$ cat src/rtl/core/in_order_completion_queue_assert.svh
// Assertion macros shared by the queue's modules
`ifndef IN_ORDER_COMPLETION_QUEUE_ASSERT_SVH
`define IN_ORDER_COMPLETION_QUEUE_ASSERT_SVH

// Check that a condition holds at every clock edge out of reset
`define IOCQ_ASSERT_ALWAYS(label, clk, rst, cond, msg) \
  label: assert property (@(posedge clk) disable iff (rst) (cond)) else $error(msg);

// Check that a cause implies an effect in the cycle after it
`define IOCQ_ASSERT_NEXT(label, clk, rst, cause, effect, msg) \
  label: assert property (@(posedge clk) disable iff (rst) (cause) |=> (effect)) \
    else $error(msg);

`endif

$ cat src/rtl/core/iocq_pkg.sv
package iocq_pkg;

  localparam int unsigned STATION_W = 3;
  localparam int unsigned TRAIN_W   = 8;
  localparam int unsigned STATUS_W  = 3;
  localparam int unsigned MAX_RESULTS = 8;

  // Operation codes
  localparam logic OP_ENTER  = 1'b0;
  localparam logic OP_ARRIVE = 1'b1;

  // Result status codes
  localparam logic [STATUS_W-1:0] ST_ENTERED = 3'd0;
  localparam logic [STATUS_W-1:0] ST_RETIRED = 3'd1;
  localparam logic [STATUS_W-1:0] ST_NONE    = 3'd2;
  localparam logic [STATUS_W-1:0] ST_INVALID = 3'd3;
  localparam logic [STATUS_W-1:0] ST_FULL    = 3'd4;

  // Classified command from front to back
  typedef struct packed {
    logic                 invalid;
    logic                 op;
    logic [5:0]           link;
    logic [TRAIN_W-1:0]   train_id;
  } cmd_t;

  // One result word
  typedef struct packed {
    logic [STATUS_W-1:0]  status;
    logic [TRAIN_W-1:0]   retired_train;
    logic                 caller_retired;
    logic                 first_on_link;
    logic                 link_now_empty;
    logic                 last;
  } res_t;

endpackage

$ cat src/rtl/core/iocq_back.sv
module iocq_back #(
  parameter int unsigned QUEUE_SLOTS = 8
) (
  input  logic                clk,
  input  logic                rst,
  input  logic                q_valid,
  output logic                q_ready,
  input  iocq_pkg::cmd_t      q_cmd,
  output logic                res_valid,
  input  logic                res_ready,
  output iocq_pkg::res_t      res
);

  localparam int unsigned SW   = (QUEUE_SLOTS > 1) ? $clog2(QUEUE_SLOTS) : 1;
  localparam int unsigned CW   = $clog2(QUEUE_SLOTS + 1);
  localparam int unsigned AW   = 6 + SW;
  localparam int unsigned MEMD = 64 * (1 << SW);

  typedef enum logic [8:0] {
    S_CLEAR  = 9'b000000001,
    S_IDLE   = 9'b000000010,
    S_RDCNT  = 9'b000000100,
    S_SCAN   = 9'b000001000,
    S_HEAD   = 9'b000010000,
    S_SHIFT  = 9'b000100000,
    S_SHWR   = 9'b001000000,
    S_EMIT   = 9'b010000000,
    S_DONE   = 9'b100000000
  } state_t;

  state_t               state;
  // Slot store: train id and arrived flag
  logic [8:0]           slot_mem [MEMD];
  logic [8:0]           rd_data;
  logic [AW-1:0]        rd_addr;
  logic                 wr_en;
  logic [AW-1:0]        wr_addr;
  logic [8:0]           wr_data;
  logic [CW-1:0]        count_mem [64];
  logic [CW-1:0]        cnt;
  logic [SW:0]          idx;
  logic [6:0]           clr_idx;
  iocq_pkg::cmd_t       cur;
  logic                 marked;
  logic                 caller;
  logic [3:0]           nret;
  logic [7:0]           gone [iocq_pkg::MAX_RESULTS];
  logic [3:0]           emit_k;
  logic                 out_full;
  logic                 cnt_we;
  logic [CW-1:0]        cnt_wd;

  assign q_ready   = (state == S_IDLE);
  assign res_valid = out_full;

  function automatic logic [AW-1:0] addr_of(input logic [5:0] lk, input logic [SW:0] s);
    addr_of = {lk, s[SW-1:0]};
  endfunction

  // Registered slot read
  always_ff @(posedge clk) begin
    rd_data <= slot_mem[rd_addr];
    if (wr_en) slot_mem[wr_addr] <= wr_data;
  end

  // Read-address select
  always_comb begin
    rd_addr = addr_of(cur.link, idx);
  end

  // Count table, cleared by sweep
  always_ff @(posedge clk) begin
    if (state == S_CLEAR) count_mem[clr_idx[5:0]] <= '0;
    else if (cnt_we) count_mem[cur.link] <= cnt_wd;
  end

  // Sequencer
  always_ff @(posedge clk) begin
    if (rst) begin
      state    <= S_CLEAR;
      clr_idx  <= '0;
      out_full <= 1'b0;
      wr_en    <= 1'b0;
      cnt_we   <= 1'b0;
    end else begin
      wr_en  <= 1'b0;
      cnt_we <= 1'b0;
      if (out_full && res_ready) out_full <= 1'b0;
      case (state)
        S_CLEAR: begin
          clr_idx <= clr_idx + 7'd1;
          if (clr_idx == 7'd63) state <= S_IDLE;
        end
        S_IDLE: begin
          if (q_valid) begin
            cur    <= q_cmd;
            idx    <= '0;
            marked <= 1'b0;
            caller <= 1'b0;
            nret   <= '0;
            emit_k <= '0;
            state  <= S_RDCNT;
          end
        end
        S_RDCNT: begin
          cnt <= count_mem[cur.link];
          if (cur.invalid) begin
            emit_k <= '0;
            state  <= S_EMIT;
          end else if (cur.op == iocq_pkg::OP_ENTER) begin
            state <= S_EMIT;
          end else begin
            state <= S_SCAN;
          end
        end
        S_SCAN: begin
          // Check the slot bound while the slot read is issued; S_SHWR tests the data
          if (32'(idx) >= 32'(cnt) || marked) begin
            idx   <= '0;
            state <= S_HEAD;
          end else begin
            state <= S_SHWR;
          end
        end
        S_SHWR: begin
          if (rd_data[7:0] == cur.train_id && !rd_data[8]) begin
            // Let the flag write land before the head is read
            wr_en   <= 1'b1;
            wr_addr <= addr_of(cur.link, idx);
            wr_data <= {1'b1, rd_data[7:0]};
            marked  <= 1'b1;
            idx     <= '0;
            state   <= S_SCAN;
          end else begin
            idx   <= idx + 1'b1;
            state <= S_SCAN;
          end
        end
        S_HEAD: begin
          // Read slot idx; rd_data holds it in S_SHIFT
          state <= S_SHIFT;
        end
        S_SHIFT: begin
          if (idx == '0) begin
            if (cnt != '0 && rd_data[8] && nret != 4'(iocq_pkg::MAX_RESULTS)) begin
              gone[nret[2:0]] <= rd_data[7:0];
              if (rd_data[7:0] == cur.train_id) caller <= 1'b1;
              nret <= nret + 4'd1;
              idx  <= idx + 1'b1;
              state <= S_HEAD;
            end else begin
              cnt_we <= 1'b1;
              cnt_wd <= cnt;
              state  <= S_EMIT;
            end
          end else if (32'(idx) < 32'(cnt)) begin
            // move slot idx down one
            wr_en   <= 1'b1;
            wr_addr <= addr_of(cur.link, idx - 1'b1);
            wr_data <= rd_data;
            idx     <= idx + 1'b1;
            state   <= S_HEAD;
          end else begin
            cnt   <= cnt - 1'b1;
            idx   <= '0;
            state <= S_HEAD;
          end
        end
        S_EMIT: begin
          if (!out_full || res_ready) begin
            out_full <= 1'b1;
            res.retired_train  <= '0;
            res.caller_retired <= 1'b0;
            res.first_on_link  <= 1'b0;
            res.link_now_empty <= 1'b0;
            res.last           <= 1'b1;
            state              <= S_DONE;
            if (cur.invalid) begin
              res.status <= iocq_pkg::ST_INVALID;
            end else if (cur.op == iocq_pkg::OP_ENTER) begin
              if (32'(cnt) >= QUEUE_SLOTS) begin
                res.status <= iocq_pkg::ST_FULL;
              end else begin
                res.status        <= iocq_pkg::ST_ENTERED;
                res.first_on_link <= (cnt == '0);
                wr_en   <= 1'b1;
                wr_addr <= addr_of(cur.link, (SW+1)'(cnt));
                wr_data <= {1'b0, cur.train_id};
                cnt_we  <= 1'b1;
                cnt_wd  <= cnt + 1'b1;
              end
            end else if (nret == '0) begin
              res.status         <= iocq_pkg::ST_NONE;
              res.link_now_empty <= (cnt == '0);
            end else begin
              res.status         <= iocq_pkg::ST_RETIRED;
              res.retired_train  <= gone[emit_k[2:0]];
              res.caller_retired <= caller;
              res.link_now_empty <= (cnt == '0);
              res.last           <= (emit_k + 4'd1 == nret);
              emit_k             <= emit_k + 4'd1;
              if (emit_k + 4'd1 != nret) state <= S_EMIT;
            end
          end
        end
        S_DONE: begin
          state <= S_IDLE;
        end
        default: state <= S_IDLE;
      endcase
    end
  end

`include "in_order_completion_queue_assert.svh"
  `IOCQ_ASSERT_ALWAYS(a_onehot, clk, rst, $onehot(state), "state not one-hot")
  `IOCQ_ASSERT_ALWAYS(a_cnt_range, clk, rst, 32'(cnt) <= QUEUE_SLOTS || state == S_IDLE
    || state == S_CLEAR || state == S_RDCNT || state == S_DONE, "count beyond slots")
  `IOCQ_ASSERT_ALWAYS(a_nret, clk, rst, nret <= 4'(iocq_pkg::MAX_RESULTS) ||
    state == S_IDLE || state == S_CLEAR || state == S_RDCNT, "too many retired")

endmodule

$ cat config.mk
export PLATFORM = sky130hd
export DESIGN_NAME = iocq_back
export DESIGN_NICKNAME = d
export VERILOG_FILES = /design/src/rtl/core/iocq_pkg.sv /design/src/rtl/core/iocq_back.sv
export VERILOG_INCLUDE_DIRS = /design/src /design/src/rtl/core
export SDC_FILE = /design/constraint.sdc
export NUM_CORES = 2
export LEC_CHECK = 0
export BUFFER_PORTS_ARGS = -buffer_cell sky130_fd_sc_hd__buf_4
export CORE_UTILIZATION = 50
export CTS_BUF_LIST = sky130_fd_sc_hd__clkbuf_4 sky130_fd_sc_hd__clkbuf_8
export DETAILED_ROUTE_END_ITERATION = 8
export GPL_ROUTABILITY_DRIVEN = 1
export PLACE_DENSITY = 0.7
export SETUP_SLACK_MARGIN = 0.1
export SLEW_MARGIN = 10
export SYNTH_ARGS = -nofsm -noshare
export SYNTH_HDL_FRONTEND = slang
export SYNTH_MEMORY_MAX_BITS = 65536
export SYNTH_SLANG_ARGS = --single-unit
$ cat constraint.sdc
create_clock -name clk -period 9.15 [get_ports clk]
set_input_delay 0.915 -clock clk [delete_from_list [all_inputs] [get_ports clk]]
set_output_delay 0.915 -clock clk [all_outputs]
set_load 0.03 [all_outputs]
==> run summary <==
Status: completed
Synth Flop Type: edfxtp_1
M3 GR Usage: 0.0602
EDFF count, synth: 4,999
Number of cell rows: 230
Sinks on the clock net: 5,033
CP required: 10.32 ns
Slew Viols, Final: 0
First-pass GRT wire length: 742,000 um
Reg power frac: 0.580
IO Count: 37
Ys async rst share: 0
Nets@finish: 10,500
Final setup violation count: 0
Final Hold Vio Count: 0
Vias in the first global route: 103,000
Critical path arrival: 6.64 ns
Max transition margin: 0.0345
Comb pwr share: 0.006
Final Non-Filler Cells: 16,300
FILL cells: 29,000
Total Neg Setup Slack: 0 ns
Routed WL per cell: 32.0 um
CTS tree: yes
Worst-Skew Late Latency: 1.26 ns
Synth cell types: 90
Overflow after GRT: 0
Met1 Use GR: 0.353
Total power: 0.0431 W
CP Class: register to register
Syn. warnings: 0
Die footprint: 399,000 um^2
H-tree Lvls: 6
Routed Wire Length: 521,000 um
Cell Area, Synth: 198,000 um^2
P_leak: 66.6 nW
CP Launch Type: register
Fin crit period: 5.47 ns
Placed cells: 14,900
Simple-gate share of the synthesized area: 0.0292
F_max: 183 MHz
Post-cts resize count: 0
Critical path peak fanout: 60
Net Sw Power: 0.00880 W
Period utilisation layout: 0.597
Largest family of logic cells by synthesized area: multiplexers
Initial antenna violation count: 24
Commonest non-fill, non-tap cell in the layout: edfxtp_1
TritonCTS Buffers: 759
Net count after synthesis: 10,100
Worst vdd ir: 0.162 mV
Pin count of the biggest net entering global routing: 206
Routability cong.: 0.855
Int Pwr: 0.0343 W
Top Usage Layer GRT: met2
Layout cells sized above 1: 0.201
Router iterations before antenna repair: 8
Pwr dens: 198 nW/um^2
Slew of the pin with the lowest slew margin: 1.45 ns
Switch share: 0.204
Clock Power Share: 0.414
Most frequent cells in the layout: edfxtp_1 (4,999), mux2i_1 (946), clkbuf_8 (777)
Remaining antenna violation count: 0
Seq/Total Area, Yosys: 0.761
Worst-path clk slew: 0.06 ns
Die W: 632 um
Worst hold path class: primary input to register
Xor/xnor share of the synthesized area: 0.00124
Routed vias/inst: 6.45
Max Cap Violations: 0
DP HPWL: 301,000 um
Core Util, Final: 0.553
GRT Util Overall: 0.256
Max Buffers Root-to-Sink: 4
Adder-cell share of the synthesized area: 0.000821
Area delta synth->final: 9.65%
Post-CTS Repair Setup Buffers: 0
DRT iter0 DRCs: 14,900
Avg Synthesized Cell Area: 19.8 um^2
Die height: 632 um
Port Buf Inserts: 36
Starting Density: 0.504
RSZ-0062 raised after global routing: false
Post-DP Area: 203,000 um^2
CP endpoint kind: register
Synth Instances: 10,000
Synthesized flop and latch total: 5,033
Post-synthesis mux area share: 0.141
Core Area: 393,000 um^2
Via count: 105,000
Synth Area in Compound Gates: 0.0427
Worst Skew: 0.0649 ns
Met2 Use GR: 0.400
Clock root cell: clkbuf_8
Design area: 217,000 um^2
Residual DRC: 0
## cell type report
class / count / area, um^2 / share of cell area
Antenna cell: 13 / 32.5 / 0.000150
Sequential cell: 5033 / 151000 / 0.694
Clock inverter: 351 / 2100 / 0.00967
Tap cell: 5220 / 6530 / 0.0300
Inverter: 20 / 93.8 / 0.000432
Clock buffer: 1005 / 12400 / 0.0571
Multi-Input combinational cell: 4350 / 42900 / 0.198
Timing Repair Buffer: 262 / 2460 / 0.0113
## layer usage
metal | vias to the layer above | wire length (um)
li1 | 42400 | -
met1 | 54500 | 196000
met2 | 6716 | 244000
met3 | 1082 | 59500
met4 | 10 | 20900
met5 | - | 124
## metrics by stage
stage	hold slack [ns]	setup slack [ns]
floorplan	0.421	1.56
global placement	0.467	2.98
detailed placement	0.493	3.73
CTS	0.333	3.72
global route	0.395	3.67
finish	0.434	3.68
## flip-flops by register name, indices dropped and copies added (netlist names), named ones only
register	count
emit_k	4
idx	4
clr_idx	7
res_valid	1
state	9
cnt_wd	4
cnt	4
wr_addr	9
marked	1
wr_data	9
nret	4
gone	64
cur	16
res	15
slot_mem	4608
cnt_we	1
caller	1
count_mem	256
rd_data	9
wr_en	1
## worst max-delay path, stage by stage (launching register included)
cell and delay, ns:
edfxtp_1 0.43, buf_12 0.26, buf_4 0.40, inv_8 0.45, buf_4 0.60, buf_4 0.52
mux2i_1 0.14, a32oi_1 0.18, a22o_1 0.42, o31ai_1 0.13, or4_1 0.53, nor4_1 0.79
buf_4 0.24, o311a_1 0.17
## logic make-up after synthesis
| logic type | after synthesis |
|---|---|
| simple gates | 1354 |
| flops | 5033 |
| fa+ha+maj | 13 |
| compound gates | 1190 |
| mux | 1765 |
| xor+xnor | 28 |
| buf+inv | 651 |
## Yosys cell counts, types with 12 or more instances
cell	number	area, um^2
o21ai_0	113	566
o31ai_1	15	113
nand3_1	56	280
ha_1	13	163
inv_1	16	60.1
clkbuf_1	235	882
a21oi_1	227	1140
or3_1	14	87.6
a21o_1	15	113
buf_4	38	285
mux4_1	54	1420
nor2_1	722	2710
o211ai_1	12	90.1
xor2_1	18	158
mux2i_1	946	9470
buf_2	86	430
a211oi_1	32	240
buf_1	55	206
a2111oi_0	21	184
buf_12	28	561
mux4_2	755	17000
nand2_1	295	1110
and2_1	19	119
buf_8	36	541
a31oi_1	30	188
and3_1	18	113
nor3_1	128	641
o221ai_1	348	3050
clkbuf_8	34	468
nor4_1	20	125
a22oi_1	12	90.1
buf_6	112	1260
o22ai_1	245	1530
edfxtp_1	4999	150000
dfxtp_1	34	681
## power by group through the flow
| stage | logic [W] | registers (W) | clock network (W) |
|---|---|---|---|
| global route | 0.000263 | 0.0250 | 0.0189 |
| detailed placement | 0.000243 | 0.0255 | 0 |
| floorplan | 0.000158 | 0.0255 | 0 |
| finish | 0.000255 | 0.0250 | 0.0178 |
| global placement | 0.000238 | 0.0255 | 0 |
| CTS | 0.000251 | 0.0250 | 0.0180 |
## path summary, 6_finish.rpt
check	from	endpoint	slack, ns	cells past startpoint
hold / removal	q_cmd[14]	cur[14]$_DFFE_PP_	0.43	2
setup / recovery	idx[2]$_DFFE_PP_	rd_data[1]$_DFF_P_	3.68	13
setup reg to reg	idx[2]$_DFFE_PP_	rd_data[1]$_DFF_P_	3.68	13
hold reg to reg	clr_idx[6]$_SDFFE_PP0P_	clr_idx[6]$_SDFFE_PP0P_	0.51	2
## repair_timing
| action | 4_1_cts | 5_1_grt |
|---|---|---|
| hold buffers | 19 | 0 |
| setup endpoints to repair | 0 | 0 |
| hold endpoints to repair | 34 | 0 |
(Power assumes the default switching activity.)
